==> src/rtl/hjc_pkg.sv <==
// shared types, constants and the compatibility jamo table
`timescale 1ns / 1ps
`default_nettype none
package hjc_pkg;

   localparam int CharWidth  = 16;
   localparam int CountWidth = 16;
   localparam int FifoDepth  = 4;

   localparam logic [CharWidth-1:0] LEAD_FIRST  = 16'h1100;
   localparam logic [CharWidth-1:0] LEAD_END    = 16'h1112;
   localparam logic [CharWidth-1:0] VOWEL_FIRST = 16'h1161;
   localparam logic [CharWidth-1:0] VOWEL_END   = 16'h1175;
   localparam logic [CharWidth-1:0] TRAIL_BASE  = 16'h11A7;
   localparam logic [CharWidth-1:0] TRAIL_END   = 16'h11C2;
   localparam logic [CharWidth-1:0] JAMO_END    = 16'h11FF;
   localparam logic [CharWidth-1:0] SYL_BASE    = 16'hAC00;
   localparam logic [CharWidth-1:0] COMPAT_PAGE = 16'h3100;
   localparam logic [CountWidth-1:0] MAX_OUT_RESET = 16'hFFFF;

   typedef enum logic [1:0] {
      HOLD_NONE = 2'd0,
      HOLD_LEAD = 2'd1,
      HOLD_PAIR = 2'd2
   } hold_type;

   typedef struct packed {
      logic [CharWidth-1:0]  ch;
      logic                  last;
      logic                  ovf;
      logic [CountWidth-1:0] count;
   } res_type;

   localparam logic [7:0] COMPAT_MAP [256] = '{
      8'h31,8'h32,8'h34,8'h37,8'h38,8'h39,8'h41,8'h42,8'h43,8'h45,8'h46,8'h47,8'h48,8'h49,8'h4A,8'h4B,
      8'h4C,8'h4D,8'h4E,8'h64,8'h65,8'h66,8'h64,8'h64,8'h64,8'h64,8'h40,8'h64,8'h6E,8'h71,8'h72,8'h64,
      8'h73,8'h44,8'h74,8'h75,8'h64,8'h64,8'h64,8'h76,8'h64,8'h77,8'h64,8'h78,8'h79,8'h7A,8'h7B,8'h7C,
      8'h64,8'h64,8'h7D,8'h64,8'h64,8'h64,8'h7E,8'h64,8'h64,8'h64,8'h64,8'h64,8'h64,8'h64,8'h64,8'h64,
      8'h7F,8'h64,8'h64,8'h64,8'h64,8'h82,8'h83,8'h84,8'h64,8'h64,8'h64,8'h64,8'h64,8'h64,8'h64,8'h64,
      8'h64,8'h64,8'h64,8'h64,8'h64,8'h64,8'h64,8'h84,8'h85,8'h86,8'h64,8'h64,8'h64,8'h64,8'h64,8'h64,
      8'h64,8'h4F,8'h50,8'h51,8'h52,8'h53,8'h54,8'h55,8'h56,8'h57,8'h58,8'h59,8'h5A,8'h5B,8'h5C,8'h5D,
      8'h5E,8'h5F,8'h60,8'h61,8'h62,8'h63,8'h64,8'h64,8'h64,8'h64,8'h64,8'h64,8'h64,8'h64,8'h64,8'h64,
      8'h64,8'h64,8'h64,8'h64,8'h87,8'h88,8'h64,8'h64,8'h89,8'h64,8'h64,8'h64,8'h64,8'h64,8'h64,8'h64,
      8'h64,8'h8A,8'h8B,8'h64,8'h8C,8'h64,8'h64,8'h64,8'h64,8'h64,8'h64,8'h64,8'h64,8'h64,8'h8D,8'h64,
      8'h64,8'h8E,8'h64,8'h64,8'h64,8'h64,8'h64,8'h64,8'h31,8'h32,8'h33,8'h34,8'h35,8'h36,8'h37,8'h39,
      8'h3A,8'h3B,8'h3C,8'h3D,8'h3E,8'h3F,8'h40,8'h41,8'h42,8'h44,8'h45,8'h46,8'h47,8'h48,8'h4A,8'h4B,
      8'h4C,8'h4D,8'h4E,8'h64,8'h64,8'h64,8'h66,8'h67,8'h68,8'h64,8'h64,8'h64,8'h69,8'h64,8'h6A,8'h64,
      8'h64,8'h64,8'h64,8'h6B,8'h64,8'h64,8'h64,8'h6C,8'h64,8'h6D,8'h64,8'h64,8'h6E,8'h6F,8'h64,8'h70,
      8'h64,8'h64,8'h71,8'h64,8'h64,8'h64,8'h78,8'h7A,8'h7C,8'h64,8'h7D,8'h7F,8'h64,8'h64,8'h80,8'h64,
      8'h81,8'h82,8'h83,8'h64,8'h84,8'h64,8'h64,8'h64,8'h64,8'h86,8'h64,8'h64,8'h64,8'h64,8'h64,8'h64
   };

   function automatic logic [CharWidth-1:0] compat(input logic [7:0] idx);
      return COMPAT_PAGE + {8'd0, COMPAT_MAP[idx]};
   endfunction

endpackage
`default_nettype wire

==> src/rtl/hjc_out_fifo.sv <==
// four-entry result queue taking up to two results per cycle
`timescale 1ns / 1ps
`default_nettype none
module hjc_out_fifo
   import hjc_pkg::*;
(
   input  wire logic    clock,
   input  wire logic    reset,
   input  wire logic [1:0] push_n,
   input  wire res_type push0,
   input  wire res_type push1,
   output logic         room2,
   output logic         out_valid,
   output res_type      out_res,
   input  wire logic    out_ready
);
   res_type mem_ff [FifoDepth];
   logic [1:0] wr_ff, wr_in, rd_ff, rd_in;
   logic [2:0] cnt_ff, cnt_in;
   logic pop;

   assign out_valid = (cnt_ff != 3'd0);
   assign out_res   = mem_ff[rd_ff];
   assign pop       = out_valid && out_ready;
   assign room2     = (cnt_ff <= 3'd2);

   always_comb begin
      wr_in  = wr_ff + push_n;
      rd_in  = rd_ff + {1'b0, pop};
      cnt_in = cnt_ff + {1'b0, push_n} - {2'd0, pop};
   end

   always_ff @(posedge clock) begin
      if (push_n != 2'd0) mem_ff[wr_ff] <= push0;
      if (push_n == 2'd2) mem_ff[wr_ff + 2'd1] <= push1;
   end

   always_ff @(posedge clock) begin
      if (reset) begin
         wr_ff  <= '0;
         rd_ff  <= '0;
         cnt_ff <= '0;
      end else begin
         wr_ff  <= wr_in;
         rd_ff  <= rd_in;
         cnt_ff <= cnt_in;
      end
   end
endmodule
`default_nettype wire

==> src/rtl/hjc_core.sv <==
// input register, held-jamo state and composition logic
`timescale 1ns / 1ps
`default_nettype none
module hjc_core
   import hjc_pkg::*;
(
   input  wire logic                  clock,
   input  wire logic                  reset,
   input  wire logic                  in_valid,
   output logic                       in_ready,
   input  wire logic [CharWidth-1:0]  in_char,
   input  wire logic                  in_last,
   input  wire logic                  csr_valid,
   input  wire logic [CountWidth-1:0] csr_data,
   input  wire logic                  room2,
   output logic [1:0]                 push_n,
   output res_type                    push0,
   output res_type                    push1
);
   logic                  valid_ff;
   logic [CharWidth-1:0]  char_ff;
   logic                  last_ff;
   logic [CountWidth-1:0] max_ff;
   hold_type              hold_ff, hold_in;
   logic [4:0]            lead_ff, lead_in, vowel_ff, vowel_in;
   logic [CountWidth-1:0] cnt_ff, cnt_in;
   logic                  ovfd_ff, ovfd_in;
   logic                  fire;
   logic [CharWidth-1:0]  syl_base;

   assign fire     = valid_ff && room2;
   assign in_ready = !valid_ff || fire;

   // (L*21 + V)*28 offset from the held pair, narrow constant multiplies
   assign syl_base = SYL_BASE + ((CharWidth'(lead_ff) * 16'd21 + CharWidth'(vowel_ff)) * 16'd28);

   always_comb begin
      res_type r [2];
      logic [1:0] n;
      logic sg, ovf_now;
      logic [CharWidth-1:0] c;
      c        = char_ff;
      n        = 2'd0;
      sg       = 1'b0;
      ovf_now  = 1'b0;
      r[0]     = '0;
      r[1]     = '0;
      hold_in  = hold_ff;
      lead_in  = lead_ff;
      vowel_in = vowel_ff;
      cnt_in   = cnt_ff;
      ovfd_in  = ovfd_ff;
      if (ovfd_ff) begin
         if (last_ff) begin
            ovfd_in = 1'b0;
            cnt_in  = '0;
            hold_in = HOLD_NONE;
         end
      end else begin
         case (hold_ff)
            HOLD_LEAD: begin
               if (c >= VOWEL_FIRST && c <= VOWEL_END) begin
                  vowel_in = c[4:0] - VOWEL_FIRST[4:0];
                  hold_in  = HOLD_PAIR;
               end else begin
                  r[0].ch = compat({3'd0, lead_ff});
                  n = 2'd1; cnt_in = cnt_in + 16'd1;
                  hold_in = HOLD_NONE;
                  sg = 1'b1;
               end
            end
            HOLD_PAIR: begin
               hold_in = HOLD_NONE;
               n = 2'd1; cnt_in = cnt_in + 16'd1;
               if (c > TRAIL_BASE && c <= TRAIL_END) begin
                  r[0].ch = syl_base + (c - TRAIL_BASE);
               end else begin
                  r[0].ch = syl_base;
                  sg = 1'b1;
               end
            end
            default: begin
               hold_in = HOLD_NONE;
               sg = 1'b1;
            end
         endcase
         if (sg) begin
            if (cnt_in >= max_ff) begin
               r[n[0]].ch   = '0;
               r[n[0]].last = 1'b1;
               r[n[0]].ovf  = 1'b1;
               n = n + 2'd1;
               ovf_now = 1'b1;
               hold_in = HOLD_NONE;
            end else if (c >= LEAD_FIRST && c <= LEAD_END) begin
               lead_in = c[4:0];
               hold_in = HOLD_LEAD;
            end else begin
               r[n[0]].ch = (c >= LEAD_FIRST && c <= JAMO_END) ? compat(c[7:0]) : c;
               n = n + 2'd1; cnt_in = cnt_in + 16'd1;
            end
         end
         if (!ovf_now && last_ff) begin
            // flush what is still held
            if (hold_in == HOLD_LEAD) begin
               r[n[0]].ch = compat({3'd0, lead_in});
               n = n + 2'd1; cnt_in = cnt_in + 16'd1;
            end else if (hold_in == HOLD_PAIR) begin
               r[n[0]].ch = SYL_BASE + ((CharWidth'(lead_in) * 16'd21
                            + CharWidth'(vowel_in)) * 16'd28);
               n = n + 2'd1; cnt_in = cnt_in + 16'd1;
            end
            if (n == 2'd2) begin
               r[1].last = 1'b1; r[1].count = cnt_in;
            end else if (n == 2'd1) begin
               r[0].last = 1'b1; r[0].count = cnt_in;
            end
         end
         if (last_ff) begin
            hold_in = HOLD_NONE;
            cnt_in  = '0;
            ovfd_in = 1'b0;
         end else if (ovf_now) begin
            ovfd_in = 1'b1;
         end
      end
      push_n = fire ? n : 2'd0;
      push0  = r[0];
      push1  = r[1];
   end

   always_ff @(posedge clock) begin
      if (in_valid && in_ready) begin
         char_ff <= in_char;
         last_ff <= in_last;
      end
   end

   always_ff @(posedge clock) begin
      if (reset) begin
         valid_ff <= 1'b0;
         max_ff   <= MAX_OUT_RESET;
         hold_ff  <= HOLD_NONE;
         lead_ff  <= '0;
         vowel_ff <= '0;
         cnt_ff   <= '0;
         ovfd_ff  <= 1'b0;
      end else begin
         if (in_ready) valid_ff <= in_valid;
         if (csr_valid) max_ff <= csr_data;
         if (fire) begin
            hold_ff  <= hold_in;
            lead_ff  <= lead_in;
            vowel_ff <= vowel_in;
            cnt_ff   <= cnt_in;
            ovfd_ff  <= ovfd_in;
         end
      end
   end
endmodule
`default_nettype wire

==> src/rtl/hangul_jamo_compose.sv <==
// top level of the hangul jamo composer
`timescale 1ns / 1ps
`default_nettype none
// Composes decomposed UTF-16 hangul jamo into syllables, one code unit per cycle
// while the output buffer has room for two results: a beat is registered, composed
// combinationally against the held lead/vowel state, and its zero to two results are
// queued in a four-entry output buffer; a beat that yields two results is absorbed by
// the buffer, which takes both at once. max_out is written on the csr channel,
// always ready, and should only be changed between strings.
module hangul_jamo_compose
   import hjc_pkg::*;
(
   input  wire logic        clock,
   input  wire logic        reset,
   input  wire logic        req_tvalid,
   output logic             req_tready,
   input  wire logic [15:0] req_tdata,   // in_char
   input  wire logic        req_tlast,   // in_last
   output logic             rsp_tvalid,
   input  wire logic        rsp_tready,
   output logic [31:0]      rsp_tdata,   // out_char, out_count
   output logic             rsp_tlast,   // out_last
   output logic             rsp_tuser,   // overflow
   input  wire logic        csr_valid,
   output logic             csr_ready,
   input  wire logic [15:0] csr_data    // max_out
);
   logic    room2;
   logic [1:0] push_n;
   res_type push0, push1, head;

   assign csr_ready = 1'b1;

   hjc_core u_core (
      .clock, .reset,
      .in_valid (req_tvalid), .in_ready (req_tready),
      .in_char  (req_tdata),  .in_last  (req_tlast),
      .csr_valid, .csr_data,
      .room2, .push_n, .push0, .push1
   );

   hjc_out_fifo u_fifo (
      .clock, .reset,
      .push_n, .push0, .push1, .room2,
      .out_valid (rsp_tvalid), .out_res (head), .out_ready (rsp_tready)
   );

   assign rsp_tdata = {head.count, head.ch};
   assign rsp_tlast = head.last;
   assign rsp_tuser = head.ovf;
endmodule
`default_nettype wire

==> config.mk <==
export PLATFORM = sky130hd
export DESIGN_NAME = hangul_jamo_compose
export DESIGN_NICKNAME = d
export VERILOG_FILES = /design/src/rtl/hjc_pkg.sv /design/src/rtl/hjc_out_fifo.sv /design/src/rtl/hjc_core.sv /design/src/rtl/hangul_jamo_compose.sv
export SDC_FILE = /design/constraint.sdc
export NUM_CORES = 1
export LEC_CHECK = 0
export BUFFER_PORTS_ARGS = -buffer_cell sky130_fd_sc_hd__buf_2
export CAP_MARGIN = 15
export CORE_AREA = 3 3 231 210
export DETAILED_ROUTE_END_ITERATION = 10
export DIE_AREA = 0 0 234 213
export PLACE_DENSITY = 0.6
export SLEW_MARGIN = 10
export SYNTH_ARGS = -nofsm -noshare
export SYNTH_HDL_FRONTEND = slang
export SYNTH_SLANG_ARGS = --single-unit
==> constraint.sdc <==
create_clock -name clock -period 21.5 [get_ports clock]
set_input_delay 6.45 -clock clock [delete_from_list [all_inputs] [get_ports clock]]
set_output_delay 6.45 -clock clock [all_outputs]
set_load 0.005 [all_outputs]
==> flow_metrics.tcl, run 1 <==
set metrics [dict create \
    status "complete, no violations" \
    slowest_stage_delay_cp_ns 0.81 \
    htree_num_levels 1 \
    setup-tns-final_ns 0 \
    postCtsResizedCells 0 \
    total_setup_violations_reported_at_the_end_of_the_flow 0 \
    drt-total-wl_um 58200 \
    path_clk_slew_ns 0.06 \
    synth.largest_area_cell "edfxtp_1" \
    gp_congestion 0.961 \
    synth.lib_cells_used.distinct 102 \
    overall_power_after_layout_mw 2.06 \
    timing.slew.headroom 0.191 \
    timing_max_transition_violations_final 0 \
    die_area_sq_um 49800 \
    critPathKind "reg -> reg" \
    number_of_antenna_violations_at_the_first_check_in_global_routing 0 \
    clk_latency_ns 0.57 \
    number_of_nets_in_the_layout 2325 \
    fmaxAchievable_mhz 82.7 \
    worstPathArrival_ns 12.47 \
    synth.ff_latch_count 206 \
    timing.final.crit_share 0.562 \
    synth_area_sq_um 18400 \
    hold_class "reg -> reg" \
    num_antenna_cells 0 \
    drtIter0Drc 1762 \
    first_global_vias 15539 \
    floorplan_core_area_sq_um 46500 \
    finish.cell_count_without_fillers 2728 \
    synth_seq_area_share 0.307 \
    synth_enable_flop_cells 153 \
    clock-root-buffer "clkbuf_16" \
    initial_utilization 0.397 \
    post-cts-setup-buffer-count 0 \
    synthesized_area_per_cell_sq_um 8.85 \
    cts_buffers 26 \
    grt_start_max_net_pins 65 \
    placement_rows 75 \
    cts_max_path_buffers 3 \
    synthTopCellsByArea "edfxtp_1, ha_1, dfxtp_1" \
    p_leak_nw 8.03 \
    overflow 0 \
    grt_first_pass_wirelength_um 90200 \
    critPathRequiredTime_ns 21.89 \
    vdd_drop_max_uv 89.2 \
    postSynthNetCount 2314 \
    route.vias.total 16263 \
    dieHeight_um 213 \
    utilization 0.435 \
    finalWorstPathRequiredPeriod_ns 12.09 \
    timing.reg2reg.worst_path_depth 41 \
    dp_cells 2680 \
    ant_nets 0 \
    cap_viol_max_count 0 \
    worst_path_max_delay_cell "a31oi_1" \
    netlist_instances 2082 \
    cts_sinks 206 \
    worstSetupEndpointType "flop" \
    unrepaired_setup_endpoints_after_global_routing "false" \
    asyncSetResetFlopFracSynth 0 \
    yosysWarnings 0 \
    wl_per_cell_um 21.3 \
    cts_tree "yes" \
    worstMarginPinSlew_ns 1.21 \
    crit_path_start_kind "flop" \
    detailedRoute.firstPassIterationCount 5 \
    postCtsHoldBufs 0 \
    num_io_pins 75 \
    hpwlAfterDp_um 42600 \
    fin_worst_hold_slack_ns 0.492 \
    flow.area_growth_from_synthesis_pct 9.78 \
    synth-main-ff-cell "edfxtp_1" \
    yosysTopAreaCellShare 0.249 \
    via_density_per_instance 5.96 \
    die_w_um 234 \
    final_hold_viol_count 0 \
    finalClockSkew_ns 0.0294 \
    drive_gt1_frac 0.120 \
    p_per_area_nw_per_um2 102 \
    remaining_drc_errors 0 \
    port_buffer_cells 73 \
    filler_cell_count 4581 \
    crit_path_max_fanout 18 \
    groute.usage.overall 0.230 \
    hold_depth 2 \
]
final timing paths:
kind                     startpoint                   end  slack (ns)
setup / recovery  u_core.char_ff[1]  u_fifo.mem_ff[2][32]        9.41
hold / removal     u_core.max_ff[9]      u_core.max_ff[9]        0.49
setup reg to reg  u_core.char_ff[1]  u_fifo.mem_ff[2][32]        9.41
hold reg to reg    u_core.max_ff[9]      u_core.max_ff[9]        0.49
sequential cells by signal (all words and copies together), names as in the netlist, 2 cells and up:
| register | count |
|---|---|
| u_core.char_ff | 16 |
| u_core.cnt_ff | 16 |
| u_core.hold_ff | 2 |
| u_core.lead_ff | 5 |
| u_core.max_ff | 16 |
| u_core.vowel_ff | 5 |
| u_fifo.cnt_ff | 3 |
| u_fifo.mem_ff | 136 |
| u_fifo.rd_ff | 2 |
| u_fifo.wr_ff | 2 |
logic make-up (layout without fill, tap and decap cells):
kind of cell | count (synthesis) | in the layout | share of synthesized area
compound gates | 572 | 572 | 0.203
xor+xnor | 93 | 93 | 0.0442
fa+ha+maj | 194 | 194 | 0.143
buf+inv | 288 | 318 | 0.0600
flops | 206 | 206 | 0.307
mux | 81 | 81 | 0.0713
other cells | 1 | 1 | 0.000204
simple gates | 647 | 647 | 0.172
area by class of cell:
cell class,count,area [sq um],area share
Multi-Input combinational cell,1588,11700,0.579
Clock inverter,14,193,0.00953
Inverter,170,638,0.0316
Sequential cell,206,5660,0.280
Timing Repair Buffer,101,576,0.0285
Tap cell,616,771,0.0381
Clock buffer,33,687,0.0340
routing by layer:
metal / track usage / part of all wire / up-vias / wire (um)
li1: - / - / 7644 / -
met2: 0.365 / 0.45 / 631 / 26000
met1: 0.332 / 0.46 / 7901 / 26900
met4: 0.0536 / 0.022 / 0 / 1290
met5: 0 / 0 / - / 0
met3: 0.0316 / 0.069 / 87 / 4030
cell usage after synthesis, types with 27 or more instances:
| library cell | n |
|---|---|
| xor2_1 | 35 |
| a21oi_1 | 151 |
| a22oi_1 | 29 |
| nor2_1 | 207 |
| ha_1 | 167 |
| inv_1 | 164 |
| o211ai_1 | 37 |
| a31oi_1 | 30 |
| a211oi_1 | 28 |
| mux4_2 | 38 |
| clkbuf_1 | 86 |
| mux2i_1 | 30 |
| nand2_1 | 174 |
| edfxtp_1 | 153 |
| nor3_1 | 54 |
| dfxtp_1 | 53 |
| fa_1 | 27 |
| nand3_1 | 47 |
| o21ai_0 | 120 |
| xnor2_1 | 58 |
worst max-delay path, delay by kind of cell, from the launching register on:
kind / cells / cell delay [ns]
compound gates: 14 / 4.40
fa+ha+maj: 8 / 3.05
simple gates: 9 / 1.58
buf+inv: 8 / 1.47
xor+xnor: 2 / 0.69
flops: 1 / 0.68
through the flow:
step	worst slack [ns]	instance area [sq um]
final	9.41	20200
after global routing	8.52	20200
after CTS	9.62	20200
after detailed placement	9.68	19300
after global placement	9.89	19300
after floorplan	11.14	18400
placed cells by master (no fill, tap or decap), drive strengths merged, types with 53 or more instances in the layout:
| cell | Yosys | routed |
|---|---|---|
| o21ai | 123 | 123 |
| edfxtp | 153 | 153 |
| ha | 167 | 167 |
| a21oi | 154 | 154 |
| nor3 | 57 | 57 |
| inv | 166 | 168 |
| xnor2 | 58 | 58 |
| buf | 32 | 101 |
| dfxtp | 53 | 53 |
| nor2 | 210 | 210 |
| nand2 | 177 | 177 |
report_power, final:
part | switching [mW] | internal (mW) | leakage (nW) | total, mW
sequential | 0.0245 | 0.454 | 1.80 | 0.479
combinational | 0.652 | 0.473 | 5.82 | 1.12
clock | 0.185 | 0.275 | 0.418 | 0.460
total | 0.862 | 1.20 | 8.03 | 2.06
(Power assumes the default switching activity.)
==> run 2, diff against run 1 <==
--- a/config.mk
+++ b/config.mk
@@ -5,12 +5,13 @@
 export SDC_FILE = /design/constraint.sdc
 export NUM_CORES = 1
 export LEC_CHECK = 0
+export ABC_AREA = 1
 export BUFFER_PORTS_ARGS = -buffer_cell sky130_fd_sc_hd__buf_2
 export CAP_MARGIN = 15
-export CORE_AREA = 3 3 231 210
+export CORE_AREA = 3 3 232 212
 export DETAILED_ROUTE_END_ITERATION = 10
-export DIE_AREA = 0 0 234 213
-export PLACE_DENSITY = 0.6
+export DIE_AREA = 0 0 235 215
+export PLACE_DENSITY = 0.62
 export SLEW_MARGIN = 10
 export SYNTH_ARGS = -nofsm -noshare
 export SYNTH_HDL_FRONTEND = slang
==> constraint.sdc (replaced) <==
create_clock -name clock -period 10.2 [get_ports clock]
set_input_delay 3.06 -clock clock [delete_from_list [all_inputs] [get_ports clock]]
set_output_delay 3.06 -clock clock [all_outputs]
set_load 0.005 [all_outputs]
==> run 2 against run 1 <==
  * Via count rose by 12%
  * Largest cell class unchanged
  * Critical endpoint is now u_fifo.mem_ff[2][31]
  * First-iteration DRC count rose by 9.3%
  * Critical path type unchanged
  * Power rose to 2.6 times the previous value
  * Setup slack got worse by 8.6 ns
  * Combinational power rose to 3.2 times the previous value
  * Sequential power rose by 110%
==> flow_metrics.tcl, run 2 <==
set metrics [dict create \
    die_area_sq_um 50500 \
    crit_path_max_fanout 16 \
    cts_tree "yes" \
    groute.usage.overall 0.243 \
    synth.lib_cells_used.distinct 65 \
    postCtsHoldBufs 0 \
    postPlaceCellArea_sq_um 19800 \
    synth_most_common_cell "nand2_1" \
    worstSetupEndpointType "flop" \
    p_per_area_nw_per_um2 264 \
    route.vias.total 18210 \
    timing_max_transition_violations_final 0 \
    grt_start_max_net_pins 70 \
    grt_first_pass_wirelength_um 98400 \
    number_of_antenna_violations_at_the_first_check_in_global_routing 2 \
    top_register "u_fifo.mem_ff" \
    post_synth_most_frequent_cells "nand2_1, inv_1, o21ai_0" \
    critPathRequiredTime_ns 10.62 \
    power.share.clock 0.149 \
    cts_max_path_buffers 3 \
    yosysTopAreaCellShare 0.246 \
    final_area_sq_um 20600 \
    finalWorstSetupSlack_ns 0.831 \
    gp_congestion 0.987 \
    first_global_vias 17051 \
    synth.largest_area_cell "edfxtp_1" \
    finalWorstPathRequiredPeriod_ns 9.37 \
    top_layer_used "met5" \
    htree_num_levels 1 \
    final_hold_viol_count 0 \
    combinationalPowerShare 0.665 \
    slowest_stage_delay_cp_ns 0.53 \
    number_of_nets_in_the_layout 2877 \
    worstPathArrival_ns 9.79 \
    ant_nets 0 \
    worst-r2r-setup-slack_ns 0.83 \
    num_io_pins 75 \
    internal_power_mw 2.75 \
    vdd_drop_max_uv 325 \
    yosysWarnings 0 \
    timing.critical_path.mode_cell "nand2_1" \
    fin_worst_hold_slack_ns 0.474 \
    routed-wl-met3_um 5610 \
    synth_enable_flop_cells 153 \
    die_w_um 235 \
    timing.slew.headroom 0.321 \
    synth.ff_latch_count 206 \
    flow.area_growth_from_synthesis_pct 9.92 \
    synth_seq_area_share 0.302 \
    hpwlAfterDp_um 48100 \
    via_density_per_instance 5.56 \
    hold_class "reg -> reg" \
    drtIter0Drc 1925 \
    asyncSetResetFlopFracSynth 0 \
    utilization 0.441 \
    timing.final.crit_share 0.919 \
    initial_utilization 0.401 \
    critPathTopFamily "adder cells" \
    drt-total-wl_um 63700 \
    number_of_flip_flops_under_the_largest_register_name 136 \
    total_setup_violations_reported_at_the_end_of_the_flow 0 \
    netlist_instances 2592 \
    drive_gt1_frac 0.0943 \
    mostFrequentLayoutCell "nand2_1" \
    overflow 0 \
    cts_buffers 24 \
    postSynthNetCount 2824 \
    cts_sinks 206 \
    regArea_sq_um 5660 \
    crit_path_start_kind "flop" \
    wirelength_met1_um 30000 \
    routed-wl-met2_um 26600 \
    clk_latency_ns 0.55 \
    placement_rows 75 \
    num_antenna_cells 0 \
    port_buffer_cells 73 \
    synth-main-ff-cell "edfxtp_1" \
    floorplan_core_area_sq_um 46600 \
    critPathKind "reg -> reg" \
    finalClockSkew_ns 0.0163 \
    dieHeight_um 215 \
    p_leak_nw 9.51 \
    cap_viol_max_count 0 \
    status "complete, no violations" \
    remaining_drc_errors 0 \
    fmaxAchievable_mhz 107 \
    path_clk_slew_ns 0.06 \
    power.net_switching_mw 2.68 \
    wl_per_cell_um 19.4 \
    synthesized_area_per_cell_sq_um 7.22 \
    seq_power_share 0.186 \
    most-common-layout-cells "nand2_1, inv_1, o21ai_0" \
    synthTopCellsByArea "edfxtp_1, nand2_1, ha_1" \
    dp_slack_ns 0.422 \
    worst_path_max_delay_cell "fa_1" \
    setup-tns-final_ns 0 \
    switching_share 0.494 \
    worstMarginPinSlew_ns 1.02 \
    filler_cell_count 4725 \
    synth_area_sq_um 18700 \
    detailedRoute.firstPassIterationCount 7 \
    critical_path.n_buffers_inverters 9 \
    clock-root-buffer "clkbuf_16" \
    multiInputGateArea_sq_um 11500 \
]
[run 2: final cells by class]
cell class              instances  share of cell area
multi-input cells            1959               0.557
flip-flops and latches        206               0.275
inverters                     338              0.0617
well taps                     616              0.0375
repair buffers                116              0.0335
clock buffers                  28              0.0299
clock inverters                14             0.00529
[run 2: path summary, 6_finish.rpt]
check,startpoint,endpoint,depth (start not counted)
hold reg to reg,u_core.max_ff[12],u_core.max_ff[12],2
setup reg to reg,u_core.char_ff[1],u_fifo.mem_ff[2][31],46
hold / removal,u_core.max_ff[12],u_core.max_ff[12],2
setup / recovery,u_core.char_ff[1],u_fifo.mem_ff[2][31],46
[run 2: cell families (layout without fill, tap and decap cells)]
family / after synthesis / count (layout) / share of synthesized area
compound gates: 582 / 582 / 0.176
xor+xnor: 64 / 64 / 0.0310
fa+ha+maj: 194 / 194 / 0.141
buf+inv: 427 / 496 / 0.0899
flops: 206 / 206 / 0.302
mux: 1 / 1 / 0.000602
other cells: 1 / 1 / 0.000200
simple gates: 1117 / 1117 / 0.259
[run 2: metrics by stage]
stage,power [mW],std cells
3_5_place_dp,4.60,3232
5_1_grt,5.98,3277
4_1_cts,5.43,3274
3_3_place_gp,4.56,3232
2_1_floorplan,3.71,2592
6_report,5.43,3277
[run 2: worst min-delay path, delay by kind of cell (launching register included)]
kind / cells / cell delay (ns)
buffers and inverters: 1 / 0.07
AOI/OAI and AO/OA: 1 / 0.07
DFF: 1 / 0.29
[run 2: power groups by stage]
stage | Clock (mW) | Sequential (mW) | Combinational [mW]
after CTS | 0.820 | 1.01 | 3.60
after global routing | 0.850 | 1.02 | 4.11
after global placement | 0 | 1.03 | 3.54
final | 0.807 | 1.01 | 3.61
after detailed placement | 0 | 1.03 | 3.57
after floorplan | 0 | 1.01 | 2.70
[run 2: what timing repair did]
item,4_1_cts,5_1_grt
resized for setup,0,9
setup endpoints to repair,0,20
setup buffers,0,3
[run 2: per-layer routing]
metal  GRT usage  up-vias
li1            -     8838
met1       0.368     8485
met2       0.357      789
met3      0.0438       94
met4      0.0577        4
met5           0        -
==> run 3, diff against run 2 <==
--- a/config.mk
+++ b/config.mk
@@ -11,7 +11,8 @@
 export CORE_AREA = 3 3 232 212
 export DETAILED_ROUTE_END_ITERATION = 10
 export DIE_AREA = 0 0 235 215
-export PLACE_DENSITY = 0.62
+export MAX_ROUTING_LAYER = met4
+export PLACE_DENSITY = 0.64
 export SLEW_MARGIN = 10
 export SYNTH_ARGS = -nofsm -noshare
 export SYNTH_HDL_FRONTEND = slang
==> run 3 against run 2 <==
  * Register-to-register slack gained 0.06 ns
  * Utilization grew 0.17 points
  * Flip-flop and latch count is the same
  * First-iteration DRC count shrank 9.2%
  * Sequential power is essentially flat
  * Clock power grew 9.3%
  * Worst hold slack lost 0.00053 ns
  * Critical endpoint is now u_fifo.mem_ff[0][31]
  * Largest cell class unchanged
  * Highest routed layer is now met4
==> flow_metrics.tcl, run 3 (synthesis gave the netlist of run 2 again) <==
set metrics [dict create \
    clk_latency_ns 0.56 \
    timing.critical_path.mode_cell "nand2_1" \
    worstPathArrival_ns 9.60 \
    p_leak_nw 9.55 \
    dieHeight_um 215 \
    mostFrequentLayoutCell "nand2_1" \
    total_setup_violations_reported_at_the_end_of_the_flow 0 \
    overflow 0 \
    reg2reg_to "u_fifo.mem_ff[0][31]" \
    dp_slack_ns 0.272 \
    route.vias.total 18205 \
    vdd_drop_max_uv 312 \
    groute.usage.overall 0.248 \
    internal_power_mw 2.83 \
    gp_congestion 1.04 \
    number_of_nets_in_the_layout 2876 \
    worst_path_max_delay_cell "fa_1" \
    floorplan_core_area_sq_um 46600 \
    number_of_flip_flops_under_the_largest_register_name 136 \
    critPathKind "reg -> reg" \
    hold_depth 2 \
    die_w_um 235 \
    switching_share 0.485 \
    htree_num_levels 1 \
    ant_nets 0 \
    via_density_per_instance 5.56 \
    flow.area_growth_from_synthesis_pct 10.3 \
    finalWorstSetupSlack_ns 0.887 \
    first_global_vias 16910 \
    grt_first_pass_wirelength_um 97500 \
    worstHoldEndpoint "u_core.max_ff[15]" \
    worstSetupEndpointType "flop" \
    most-common-layout-cells "nand2_1, inv_1, o21ai_0" \
    number_of_antenna_violations_at_the_first_check_in_global_routing 1 \
    timing.slew.headroom 0.220 \
    drt-total-wl_um 62900 \
    finalWorstPathRequiredPeriod_ns 9.31 \
    cts_max_path_buffers 3 \
    finalClockSkew_ns 0.0249 \
    status "complete, no violations" \
    globalRouteMet3Util 0.0373 \
    slowest_stage_delay_cp_ns 0.52 \
    global_route.usage.met1 0.364 \
    timing.final.crit_share 0.913 \
    cap_viol_max_count 0 \
    drive_gt1_frac 0.0955 \
    initial_utilization 0.401 \
    crit_path_start_kind "flop" \
    die_area_sq_um 50500 \
    busiest_layer "met1" \
    detailedRoute.firstPassIterationCount 8 \
    unrepaired_setup_endpoints_after_global_routing "false" \
    power.share.clock 0.161 \
    hold_class "reg -> reg" \
    finish.cell_count_without_fillers 3277 \
    worst-r2r-setup-slack_ns 0.89 \
    path_clk_slew_ns 0.06 \
    final_hold_viol_count 0 \
    fmaxAchievable_mhz 107 \
    drtIter0Drc 1747 \
    port_buffer_cells 73 \
    crit_path_max_fanout 17 \
    dp_cells 3232 \
    setup-tns-final_ns 0 \
    num_io_pins 75 \
    p_per_area_nw_per_um2 266 \
    worstMarginPinSlew_ns 1.17 \
    timing.rr.start "u_core.char_ff[1]" \
    grt_start_max_net_pins 70 \
    timing.reg2reg.worst_path_depth 51 \
    cts_sinks 206 \
    cts_tree "yes" \
    fin_worst_hold_slack_ns 0.474 \
    cts_buffers 24 \
    remaining_drc_errors 0 \
    top_register "u_fifo.mem_ff" \
    clock-root-buffer "clkbuf_16" \
    holdCritStartpoint "u_core.max_ff[15]" \
    critPathRequiredTime_ns 10.49 \
    hpwlAfterDp_um 47900 \
    power.net_switching_mw 2.66 \
    wl_per_cell_um 19.2 \
    placement_rows 75 \
    grtUsageMet2 0.362 \
    seq_power_share 0.185 \
    timing_max_transition_violations_final 0 \
    combinationalPowerShare 0.654 \
]
run 3: layout make-up:
| class | instances | area [sq um] |
|---|---|---|
| flip-flops and latches | 206 | 5660 |
| inverters | 338 | 1270 |
| clock inverters | 15 | 186 |
| diodes | 1 | 2.50 |
| clock buffers | 27 | 612 |
| fillers | 4709 | 26000 |
| repair buffers | 115 | 681 |
| well taps | 616 | 771 |
| multi-input cells | 1959 | 11500 |
run 3: per-layer routing:
layer  wire length, um  vias up
li1                  -     8849
met2             26500      769
met3              5580       73
met4              1070        0
met5                 0        -
met1             29700     8514
run 3: how the worst max path moves through the flow:
stage,start,end,slack [ns],cells after the start
after detailed placement,u_core.char_ff[1],u_fifo.mem_ff[3][32],0.27,46
after floorplan,u_core.char_ff[1],u_fifo.mem_ff[0][32],1.38,41
final,u_core.char_ff[1],u_fifo.mem_ff[0][31],0.89,51
after global routing,u_core.char_ff[1],u_fifo.mem_ff[1][32],0.02,52
after CTS,u_core.char_ff[1],u_fifo.mem_ff[2][30],0.22,43
after global placement,u_core.char_ff[1],u_fifo.mem_ff[1][32],0.57,46
run 3: stage by stage:
step / utilization / total power, mW / area, sq um
after floorplan: - / 3.71 / 18700
after global placement: 0.424 / 4.56 / 19800
after detailed placement: 0.424 / 4.59 / 19800
after CTS: 0.441 / 5.50 / 20600
after global routing: 0.443 / 6.06 / 20600
final: 0.443 / 5.48 / 20600
run 3: critical path: cells and delay by family, from the launching register on:
| family | cells | cell delay (ns) |
|---|---|---|
| AND/OR/NAND/NOR | 24 | 2.83 |
| adder cells (fa/ha/maj) | 8 | 2.77 |
| AO/OA/AOI/OAI | 9 | 1.60 |
| buffers and inverters | 8 | 0.95 |
| flip-flops | 1 | 0.50 |
| XOR/XNOR | 2 | 0.40 |
run 3: what timing repair did:
action | 4_1_cts | 5_1_grt
buffers inserted | 0 | 2
hold buffers | 0 | 0
endpoints found under the setup margin | 0 | 20
endpoints found under the hold margin | 0 | 0
gates resized for setup | 0 | 12
run 3: power groups by stage:
stage / registers, mW / clock network, mW / logic, mW
final: 1.01 / 0.882 / 3.59
after global routing: 1.02 / 0.927 / 4.11
after CTS: 1.01 / 0.896 / 3.59
after detailed placement: 1.03 / 0 / 3.56
after global placement: 1.03 / 0 / 3.53
after floorplan: 1.01 / 0 / 2.70
